File: config.mk
export PLATFORM = sky130hd
export DESIGN_NAME = message_deframer_crc32
export DESIGN_NICKNAME = d
export VERILOG_FILES = /design/src/sv/msgdf_pkg.sv /design/src/sv/message_deframer_crc32.sv
export SDC_FILE = /design/constraint.sdc
export NUM_CORES = 1
export LEC_CHECK = 0
export ABC_AREA = 1
export BUFFER_PORTS_ARGS = -buffer_cell sky130_fd_sc_hd__buf_2
export CAP_MARGIN = 10
export CORE_ASPECT_RATIO = 0.5
export CORE_MARGIN = 3
export CORE_UTILIZATION = 55
export CTS_CLUSTER_DIAMETER = 30
export DETAILED_ROUTE_END_ITERATION = 10
export GPL_TIMING_DRIVEN = 0
export PLACE_DENSITY_LB_ADDON = 0.3
export SYNTH_ARGS = -nofsm -noshare
export SYNTH_HDL_FRONTEND = slang
export SYNTH_SLANG_ARGS = --single-unit
File: constraint.sdc
create_clock -name clk -period 13.1 [get_ports clk]
set_input_delay 0.655 -clock clk [delete_from_list [all_inputs] [get_ports clk]]
set_output_delay 0.655 -clock clk [all_outputs]
set_load 0.02 [all_outputs]
File: src/sv/msgdf_pkg.sv
// ----------------------------------------------------------------------------
// msgdf_pkg
// Types, codes and the CRC-32 byte update for the message deframer.
// ----------------------------------------------------------------------------
`default_nettype none

package msgdf_pkg;

  // Frame type bytes and header sizes.
  localparam logic [7:0] TYPE_BEGIN  = 8'h01;
  localparam logic [7:0] TYPE_DATA   = 8'h02;
  localparam logic [3:0] BEGIN_BYTES = 4'd9;
  localparam logic [3:0] DATA_BYTES  = 4'd3;
  // Write position just after the last length byte of a BEGIN write.
  localparam logic [3:0] LENGTH_DONE = 4'd5;

  // CRC-32/ISO-HDLC, reflected form.
  localparam logic [31:0] CRC_POLY = 32'hEDB88320;
  localparam logic [31:0] CRC_INIT = 32'hFFFFFFFF;

  // Capacity after reset.
  localparam logic [16:0] CAPACITY_RESET = 17'd65536;

  // Depth of the result queue.
  localparam int QDEPTH = 4;

  typedef enum logic [1:0] {
    FT_NONE  = 2'd0,
    FT_BEGIN = 2'd1,
    FT_DATA  = 2'd2,
    FT_OTHER = 2'd3
  } frame_type_t;

  typedef enum logic [2:0] {
    ST_OK       = 3'd0,
    ST_CRC      = 3'd1,
    ST_TOO_BIG  = 3'd2,
    ST_PROTOCOL = 3'd3,
    ST_TIMEOUT  = 3'd4
  } status_t;

  typedef enum logic {
    RK_PAYLOAD = 1'b0,
    RK_STATUS  = 1'b1
  } result_kind_t;

  typedef struct packed {
    result_kind_t rk;
    logic [15:0]  offset;
    logic [7:0]   value;
    status_t      st;
    logic [16:0]  len;
    logic         last;
  } result_t;

  // One byte through the CRC register, bit by bit.
  function automatic logic [31:0] crc_byte(input logic [31:0] c, input logic [7:0] b);
    logic [31:0] r;
    r = c ^ {24'd0, b};
    for (int k = 0; k < 8; k++) begin
      r = (r >> 1) ^ (r[0] ? CRC_POLY : 32'd0);
    end
    return r;
  endfunction

endpackage

`default_nettype wire

File: src/sv/message_deframer_crc32.sv
// ----------------------------------------------------------------------------
// message_deframer_crc32
// Parses BEGIN and DATA writes, emits payload bytes and one final status.
// ----------------------------------------------------------------------------
// Usage:
//   Input channel (in_valid/in_stall) carries one beat per received byte or
//   timeout event: kind, data_byte, end_of_write. Output channel
//   (out_valid/out_stall) carries result beats: payload bytes with their
//   offset, or a final status with the message length on success.
//   The configuration channel (cfg_valid/cfg_ready/cfg_data) writes the
//   capacity register, always ready; user writes only while idle (unenforced).
// Timing:
//   An input beat is decoded in the cycle it is accepted; its results enter a
//   four-entry result queue and show on the output in the cycle after at the
//   earliest. One input beat is taken per cycle while in_stall is low. A beat
//   that causes a payload byte and a status gives two result beats; the queue
//   absorbs them. in_stall rises while the queue holds over two results, so the
//   rate is set by the output drain: one result per cycle unless out_stall.
// Reset and stall:
//   Reset empties the queue, closes any transfer and sets capacity to 65536.
//   While out_stall is high the head result holds and input is stalled once
//   the queue holds three results.
// ----------------------------------------------------------------------------
`default_nettype none

module message_deframer_crc32
  import msgdf_pkg::*;
#(
  parameter int unsigned MAX_MESSAGE = 65536
) (
  input  wire logic        clk,
  input  wire logic        rst,
  // Configuration channel.
  input  wire logic        cfg_valid,
  output logic             cfg_ready,
  input  wire logic [16:0] cfg_data,
  // Input channel.
  input  wire logic        in_valid,
  output logic             in_stall,
  input  wire logic        kind,
  input  wire logic [7:0]  data_byte,
  input  wire logic        end_of_write,
  // Output channel.
  output logic             out_valid,
  input  wire logic        out_stall,
  output logic             result_kind,
  output logic [15:0]      payload_offset,
  output logic [7:0]       payload_value,
  output logic [2:0]       status,
  output logic [16:0]      message_length,
  output logic             last
);

  // Length counters hold up to MAX_MESSAGE + 1 (the clamped too-big value).
  localparam int          LEN_W  = $clog2(MAX_MESSAGE + 2);
  localparam logic [31:0] MaxLen = 32'(MAX_MESSAGE);
  localparam int          PTR_W  = $clog2(QDEPTH);
  localparam int          CNT_W  = $clog2(QDEPTH + 1);

  // Configuration register.
  logic [16:0] capacity;

  // Transfer and write state.
  logic              in_transfer, in_transfer_next;
  logic [LEN_W-1:0]  declared_length, declared_length_next;
  logic [31:0]       expected_crc, expected_crc_next;
  logic [LEN_W-1:0]  received_count, received_count_next;
  logic [15:0]       next_sequence, next_sequence_next;
  logic [31:0]       running_crc, running_crc_next;
  logic [3:0]        byte_position, byte_position_next;
  frame_type_t       frame_type, frame_type_next;
  logic [31:0]       header_shift, header_shift_next;
  logic              discard_rest, discard_rest_next;

  // Decode results for the current beat.
  logic        in_fire;
  logic        emit_payload;
  logic        emit_status;
  status_t     st_code;
  logic [16:0] flen;
  logic        release_write;
  logic [31:0] hs_new;
  logic [31:0] cap32;
  logic [31:0] declared32;
  logic [15:0] seq;
  logic [7:0]  b;

  // Result queue.
  result_t           q [QDEPTH];
  logic [PTR_W-1:0]  wr_ptr, rd_ptr;
  logic [CNT_W-1:0]  q_count;
  logic              out_fire;
  result_t           payload_res, status_res;

  assign cfg_ready = 1'b1;
  assign in_fire   = in_valid && !in_stall;
  assign out_fire  = out_valid && !out_stall;
  assign in_stall  = q_count > CNT_W'(QDEPTH - 2);
  assign b         = data_byte;

  // Capacity register.
  always_ff @(posedge clk) begin
    if (rst) begin
      capacity <= CAPACITY_RESET;
    end else if (cfg_valid && cfg_ready) begin
      capacity <= cfg_data;
    end
  end

  // Limit in force and the declared length widened for compares.
  assign cap32      = ({15'd0, capacity} < MaxLen) ? {15'd0, capacity} : MaxLen;
  assign declared32 = {{(32 - LEN_W){1'b0}}, declared_length};
  assign hs_new     = {b, header_shift[31:8]};
  assign seq        = {b, header_shift[7:0]};

  // Parse one beat: next state and the results it causes.
  always_comb begin
    in_transfer_next     = in_transfer;
    declared_length_next = declared_length;
    expected_crc_next    = expected_crc;
    received_count_next  = received_count;
    next_sequence_next   = next_sequence;
    running_crc_next     = running_crc;
    byte_position_next   = byte_position;
    frame_type_next      = frame_type;
    header_shift_next    = header_shift;
    discard_rest_next    = discard_rest;
    emit_payload         = 1'b0;
    emit_status          = 1'b0;
    st_code              = ST_OK;
    flen                 = 17'd0;
    release_write        = 1'b0;

    if (kind) begin
      // Timeout closes everything and reports at once.
      emit_status   = 1'b1;
      st_code       = ST_TIMEOUT;
      release_write = 1'b1;
    end else if (discard_rest) begin
      // Skip the rest of a write after a decision.
      if (end_of_write) begin
        byte_position_next = 4'd0;
        frame_type_next    = FT_NONE;
        header_shift_next  = 32'd0;
        discard_rest_next  = 1'b0;
      end
    end else begin
      priority if (byte_position == 4'd0) begin
        // Type byte.
        header_shift_next = 32'd0;
        priority if (b == TYPE_BEGIN) begin
          frame_type_next    = FT_BEGIN;
          byte_position_next = 4'd1;
        end else if (b == TYPE_DATA && in_transfer) begin
          frame_type_next    = FT_DATA;
          byte_position_next = 4'd1;
        end else if (b != TYPE_DATA && in_transfer) begin
          emit_status = 1'b1;
          st_code     = ST_PROTOCOL;
        end else begin
          release_write = 1'b1;
        end
      end else if (frame_type == FT_BEGIN) begin
        // BEGIN header: length then expected CRC, little-endian.
        header_shift_next  = hs_new;
        byte_position_next = byte_position + 4'd1;
        if (byte_position_next == LENGTH_DONE) begin
          declared_length_next = (hs_new > MaxLen) ? LEN_W'(MAX_MESSAGE + 1)
                                                   : hs_new[LEN_W-1:0];
        end else if (byte_position_next == BEGIN_BYTES) begin
          expected_crc_next = hs_new;
          priority if (declared32 > cap32) begin
            emit_status = 1'b1;
            st_code     = ST_TOO_BIG;
          end else if (declared_length == '0) begin
            emit_status = 1'b1;
            st_code     = (hs_new == 32'd0) ? ST_OK : ST_CRC;
          end else begin
            in_transfer_next    = 1'b1;
            received_count_next = '0;
            next_sequence_next  = 16'd0;
            running_crc_next    = CRC_INIT;
            release_write       = 1'b1;
          end
        end
      end else begin
        // DATA write: sequence number, then payload bytes.
        priority if (byte_position == 4'd1) begin
          header_shift_next  = {24'd0, b};
          byte_position_next = 4'd2;
        end else if (byte_position == 4'd2) begin
          if (seq != next_sequence) begin
            emit_status = 1'b1;
            st_code     = ST_PROTOCOL;
          end else begin
            byte_position_next = DATA_BYTES;
          end
        end else if (received_count >= declared_length) begin
          emit_status = 1'b1;
          st_code     = ST_PROTOCOL;
        end else begin
          emit_payload        = 1'b1;
          running_crc_next    = crc_byte(running_crc, b);
          received_count_next = LEN_W'(received_count + 1'b1);
        end
      end

      // End of write: short headers, sequence advance, completion check.
      if (!emit_status && end_of_write && !release_write) begin
        if (frame_type_next == FT_BEGIN) begin
          emit_status = 1'b1;
          st_code     = ST_PROTOCOL;
        end else if (frame_type_next == FT_DATA) begin
          if (byte_position_next < DATA_BYTES) begin
            emit_status = 1'b1;
            st_code     = ST_PROTOCOL;
          end else begin
            next_sequence_next = next_sequence + 16'd1;
            if (received_count_next == declared_length) begin
              emit_status = 1'b1;
              if ((running_crc_next ^ CRC_INIT) == expected_crc) begin
                st_code = ST_OK;
                flen    = 17'(declared_length);
              end else begin
                st_code = ST_CRC;
              end
            end
          end
        end
      end

      if (emit_status) begin
        release_write = 1'b1;
      end

      // Close the write, or skip its remainder.
      if (end_of_write) begin
        byte_position_next = 4'd0;
        frame_type_next    = FT_NONE;
        header_shift_next  = 32'd0;
        discard_rest_next  = 1'b0;
      end else if (release_write) begin
        byte_position_next = 4'd0;
        frame_type_next    = FT_NONE;
        header_shift_next  = 32'd0;
        discard_rest_next  = 1'b1;
      end
    end

    // A final status, or a timeout, leaves the block idle.
    if (emit_status) begin
      in_transfer_next     = 1'b0;
      declared_length_next = '0;
      expected_crc_next    = 32'd0;
      received_count_next  = '0;
      next_sequence_next   = 16'd0;
      running_crc_next     = CRC_INIT;
    end
    if (kind) begin
      byte_position_next = 4'd0;
      frame_type_next    = FT_NONE;
      header_shift_next  = 32'd0;
      discard_rest_next  = 1'b0;
    end
  end

  // State registers.
  always_ff @(posedge clk) begin
    if (rst) begin
      in_transfer     <= 1'b0;
      declared_length <= '0;
      expected_crc    <= 32'd0;
      received_count  <= '0;
      next_sequence   <= 16'd0;
      running_crc     <= CRC_INIT;
      byte_position   <= 4'd0;
      frame_type      <= FT_NONE;
      header_shift    <= 32'd0;
      discard_rest    <= 1'b0;
    end else if (in_fire) begin
      in_transfer     <= in_transfer_next;
      declared_length <= declared_length_next;
      expected_crc    <= expected_crc_next;
      received_count  <= received_count_next;
      next_sequence   <= next_sequence_next;
      running_crc     <= running_crc_next;
      byte_position   <= byte_position_next;
      frame_type      <= frame_type_next;
      header_shift    <= header_shift_next;
      discard_rest    <= discard_rest_next;
    end
  end

  // Result beats built from the decode.
  always_comb begin
    payload_res        = '0;
    payload_res.rk     = RK_PAYLOAD;
    payload_res.offset = 16'(received_count);
    payload_res.value  = b;
    payload_res.st     = ST_OK;
    payload_res.last   = !emit_status;
    status_res         = '0;
    status_res.rk      = RK_STATUS;
    status_res.st      = st_code;
    status_res.len     = flen;
    status_res.last    = 1'b1;
  end

  // Queue storage: payload first, then status.
  always_ff @(posedge clk) begin
    if (in_fire) begin
      if (emit_payload) begin
        q[wr_ptr] <= payload_res;
      end
      if (emit_status) begin
        q[PTR_W'(wr_ptr + {{(PTR_W - 1){1'b0}}, emit_payload})] <= status_res;
      end
    end
  end

  // Queue pointers and fill count.
  always_ff @(posedge clk) begin
    if (rst) begin
      wr_ptr  <= '0;
      rd_ptr  <= '0;
      q_count <= '0;
    end else begin
      wr_ptr  <= PTR_W'(wr_ptr + (in_fire ? {{(PTR_W - 1){1'b0}}, emit_payload} : '0)
                        + (in_fire ? {{(PTR_W - 1){1'b0}}, emit_status} : '0));
      rd_ptr  <= PTR_W'(rd_ptr + {{(PTR_W - 1){1'b0}}, out_fire});
      q_count <= CNT_W'(q_count
                        + (in_fire ? {{(CNT_W - 1){1'b0}}, emit_payload} : '0)
                        + (in_fire ? {{(CNT_W - 1){1'b0}}, emit_status} : '0)
                        - {{(CNT_W - 1){1'b0}}, out_fire});
    end
  end

  // Output beat from the queue head.
  assign out_valid      = q_count != '0;
  assign result_kind    = q[rd_ptr].rk;
  assign payload_offset = q[rd_ptr].offset;
  assign payload_value  = q[rd_ptr].value;
  assign status         = q[rd_ptr].st;
  assign message_length = q[rd_ptr].len;
  assign last           = q[rd_ptr].last;

  // Queue never overfills.
  assert property (@(posedge clk) disable iff (rst) q_count <= CNT_W'(QDEPTH))
    else $error("result queue overflow");

  // A timeout always queues a status and closes the transfer.
  assert property (@(posedge clk) disable iff (rst)
    in_fire && kind |=> out_valid && !in_transfer)
    else $error("timeout did not report or close the transfer");

  // A status beat always ends the results of its input.
  assert property (@(posedge clk) disable iff (rst)
    out_valid && result_kind |-> last)
    else $error("status beat without last");

  // Skipping a write only happens with the write position cleared.
  assert property (@(posedge clk) disable iff (rst)
    discard_rest |-> byte_position == 4'd0 && frame_type == FT_NONE)
    else $error("discard with a partial header");

  // An open transfer holds a nonzero declared length within the limit, except
  // while a new BEGIN header is being parsed over it.
  assert property (@(posedge clk) disable iff (rst)
    in_transfer && frame_type != FT_BEGIN |-> declared_length != '0 && declared32 <= MaxLen)
    else $error("open transfer with a bad declared length");

endmodule

`default_nettype wire
==> impl_metrics.json <==
{
  "run_status": "completed",
  "vias_per_cell": 5.95,
  "power_density_mw_per_mm2": 188,
  "post-cts-setup-buffers": 0,
  "clock_tree.buffer_depth": 3,
  "remaining_drc_errors": 0,
  "syn_inst": 2835,
  "post_cts_hold_buffer_count": 0,
  "routed_wirelength_microns": 70600,
  "drt-wirelength-per-cell_microns": 20.2,
  "cts.sink_count": 362,
  "routabilityCongestion": 1.02,
  "drtIter0Drc": 2539,
  "most-common-layout-cells": "571 x sky130_fd_sc_hd__nand2_1, 322 x sky130_fd_sc_hd__nor2_1, 282 x sky130_fd_sc_hd__inv_1, 282 x sky130_fd_sc_hd__dfxtp_1, 191 x sky130_fd_sc_hd__nand3_1",
  "relSlewSlack_pct": 17.7,
  "crit_arrival_ps": 6160,
  "synthesis.area_sq_mm": 0.0206,
  "rsz_0062_raised_after_global_routing": "no",
  "worst_hold_path_stage_count": 3,
  "critPathRequiredTime_ps": 13300,
  "dieHeight_microns": 143,
  "worst-r2r-cell-count": 17,
  "clkLatencyLatePin_ps": 590,
  "setup.reg_to_reg.worst_slack_ps": 7140,
  "slowest_stage": "sky130_fd_sc_hd__nand2_1",
  "maximum_number_of_pins_on_one_net_before_global_route_repair": 21,
  "timing.final.setup_violations": 0,
  "dpl.hpwl_microns": 51900,
  "peak_per_stage_delay_on_the_critical_path_ps": 790,
  "crit_path_start_kind": "flop",
  "worst_hold_path_type": "in2reg",
  "internal_power_w": 0.00254,
  "final_antenna_net_count": 0,
  "number_of_enable_type_register_cells_in_the_synthesized_netlist": 80,
  "pwr-share-seq_pct": 31.0,
  "cp_dominant_cell_by_count": "sky130_fd_sc_hd__nand2_1",
  "drtPass1Iterations": 6,
  "p_leak_nw": 10.0,
  "floorplan_die_area_sq_mm": 0.0399,
  "numPortBuffers": 76,
  "track_usage_pct": 34.4,
  "groute.layer.met1.usage_pct": 47.1,
  "nets": 3044,
  "globalRoute.totalOverflow": 0,
  "via_count_of_the_first_global_routing_pass": 18900,
  "power.combinational.fraction_pct": 36.9,
  "synth-seq-cells": 362,
  "grt_first_pass_wirelength_microns": 107000,
  "synth_top_flop_cell": "sky130_fd_sc_hd__dfxtp_1",
  "cts-buffers-inserted": 51,
  "final_cell_count_no_fill": 3489,
  "drv_cap": 0,
  "num_vias": 20800,
  "synth_fp_nets": 2915,
  "initial_antenna_violation_count": 1,
  "placed_cells": 3395,
  "yosysWarningCount": 0,
  "yosysSeqAreaShare_pct": 39.1,
  "slew_viol_final": 0,
  "fin_worst_hold_slack_ps": 292,
  "global_route.peak_usage_layer": "met2",
  "clkSlewWorstSetupHoldPaths_ps": 60,
  "worstSetupPathType": "reg2reg",
  "flow.area_growth_from_synthesis_pct": 13.2,
  "critical_path.max_fanout": 20,
  "layout_commonest_cell": "sky130_fd_sc_hd__nand2_1",
  "fin_crit_sh_pct": 45.5,
  "htree_levels": 2,
  "net_switching_w": 0.00184,
  "vdd.ir_drop.worst_mv": 0.168,
  "synth_cell_types": 55,
  "drive_gt1_share_pct": 9.45,
  "cts_resized": 0,
  "placement_rows": 49,
  "met2_usage_pct": 53.1,
  "grt_use_met3_pct": 7.89,
  "crit_chain": "inv_1 -> ha_1 -> nand2_1 -> inv_1 -> a21oi_1 -> nand3_1 -> nand2_1 -> nand3_1 -> nor2_1 -> nand2_1 -> buf_2 -> nor3_1 -> nand2_1 -> nor3_1 -> clkbuf_1 -> inv_1 -> nand2_1",
  "finalWorstPathRequiredPeriod_ps": 5960,
  "initial_utilization_pct": 56.5,
  "placeableCoreArea_sq_mm": 0.0364,
  "tritoncts_clock_tree": "yes",
  "max_clock_freq_ghz": 0.168,
  "worstSetupEndpointType": "flop",
  "postSynth.asyncResetShare_pct": 0,
  "die_width_microns": 280,
  "fillCellCount": 3289,
  "finalHoldViolations": 0,
  "antenna_cells": 0,
  "clock_power_share_pct": 32.1,
  "syn_area_per_cell_sq_um": 7.26,
  "clockRootBuffer": "sky130_fd_sc_hd__clkbuf_16",
  "io_pins": 81,
  "worstMarginPinSlew_ps": 1220,
  "timing.clock.skew_ps": 34.1,
  "final.setup.tns_ps": 0,
  "switching_share_pct": 42.0
}
cells by family after synthesis:
group | Yosys count | synth area share [%]
XOR/XNOR | 103 | 4.42
AND/OR/NAND/NOR | 1231 | 26.4
AO/OA/AOI/OAI | 619 | 17.9
buffers and inverters | 471 | 9.22
other | 1 | 0.0182
adder cells (fa/ha/maj) | 48 | 2.95
flip-flops | 362 | 39.1
cell usage after synthesis, drive strengths merged, types with 4 or more instances:
cell	number	area, sq um
a21o	4	30.0
xnor2	33	289
nor3	25	125
o21ai	202	1020
or3b	4	35.0
nand4	67	569
a21boi	15	113
nand2	584	2240
dfxtp	282	5650
xor2	70	621
nor2	329	1260
edfxtp	80	2400
nand3	194	1010
ha	47	588
nor4	10	77.6
inv	290	1090
a21oi	182	915
o211ai	124	981
o22ai	63	394
clkbuf	117	439
o2111ai	10	87.6
clkinv	5	18.8
buf	59	352
nand3b	6	45.0
o21bai	4	30.0
or2	9	56.3
registers in the layout, summed over array words and instances (netlist names):
| signal | count |
|---|---|
| declared_length | 17 |
| rd_ptr | 2 |
| received_count | 17 |
| next_sequence | 16 |
| byte_position | 4 |
| header_shift | 32 |
| q_count | 3 |
| frame_type | 2 |
| capacity | 17 |
| discard_rest | 1 |
| expected_crc | 32 |
| wr_ptr | 2 |
| running_crc | 32 |
| in_transfer | 1 |
| q | 184 |
path summary, 6_finish.rpt:
kind | from | endpoint
worst max register to register | declared_length[7] | q[0][1]
worst min register to register | q[1][45] | q[1][45]
worst max-delay path | declared_length[7] | q[0][1]
worst min-delay path | cfg_data[11] | capacity[11]
worst max-delay path, delay by kind of cell, from the launching register on:
family / cells / cell delay [ps]
flops: 1 / 610
buf+inv: 5 / 1180
fa+ha+maj: 1 / 340
compound gates: 1 / 150
simple gates: 10 / 3270
area by class of cell:
class	instances	area [sq um]	area share [%]
plain buffers	176	791	3.39
clock buffers	52	1280	5.49
clock inverters	42	450	1.93
inverters	295	1110	4.75
multi-input cells	2002	10600	45.7
flip-flops and latches	362	8050	34.5
well taps	484	606	2.60
repair buffers	76	380	1.63
power by group through the flow:
| stage | Sequential, W | Combinational (W) | Clock [W] |
|---|---|---|---|
| CTS | 0.00135 | 0.00158 | 0.00142 |
| global placement | 0.00137 | 0.00155 | 0 |
| finish | 0.00136 | 0.00162 | 0.00141 |
| detailed placement | 0.00138 | 0.00157 | 0 |
| floorplan | 0.00133 | 0.00110 | 0 |
| global route | 0.00137 | 0.00175 | 0.00147 |
layer usage:
metal | vias to the layer above | routed length, microns
met5 | - | 13
met4 | 2 | 2940
met3 | 218 | 8270
met2 | 1221 | 30000
met1 | 9554 | 29400
li1 | 9775 | -
metrics by stage:
stage / area, sq um / utilization [%] / setup WS (ps) / total power [W]
finish: 23300 / 64.0 / 7140 / 0.00438
global route: 23300 / 64.0 / 6870 / 0.00458
global placement: 21600 / 59.3 / 7460 / 0.00292
floorplan: 20600 / - / 8970 / 0.00244
detailed placement: 21600 / 59.3 / 7360 / 0.00294
CTS: 23300 / 64.0 / 7340 / 0.00434
No activity file was read; power rests on OpenSTA's default activity.
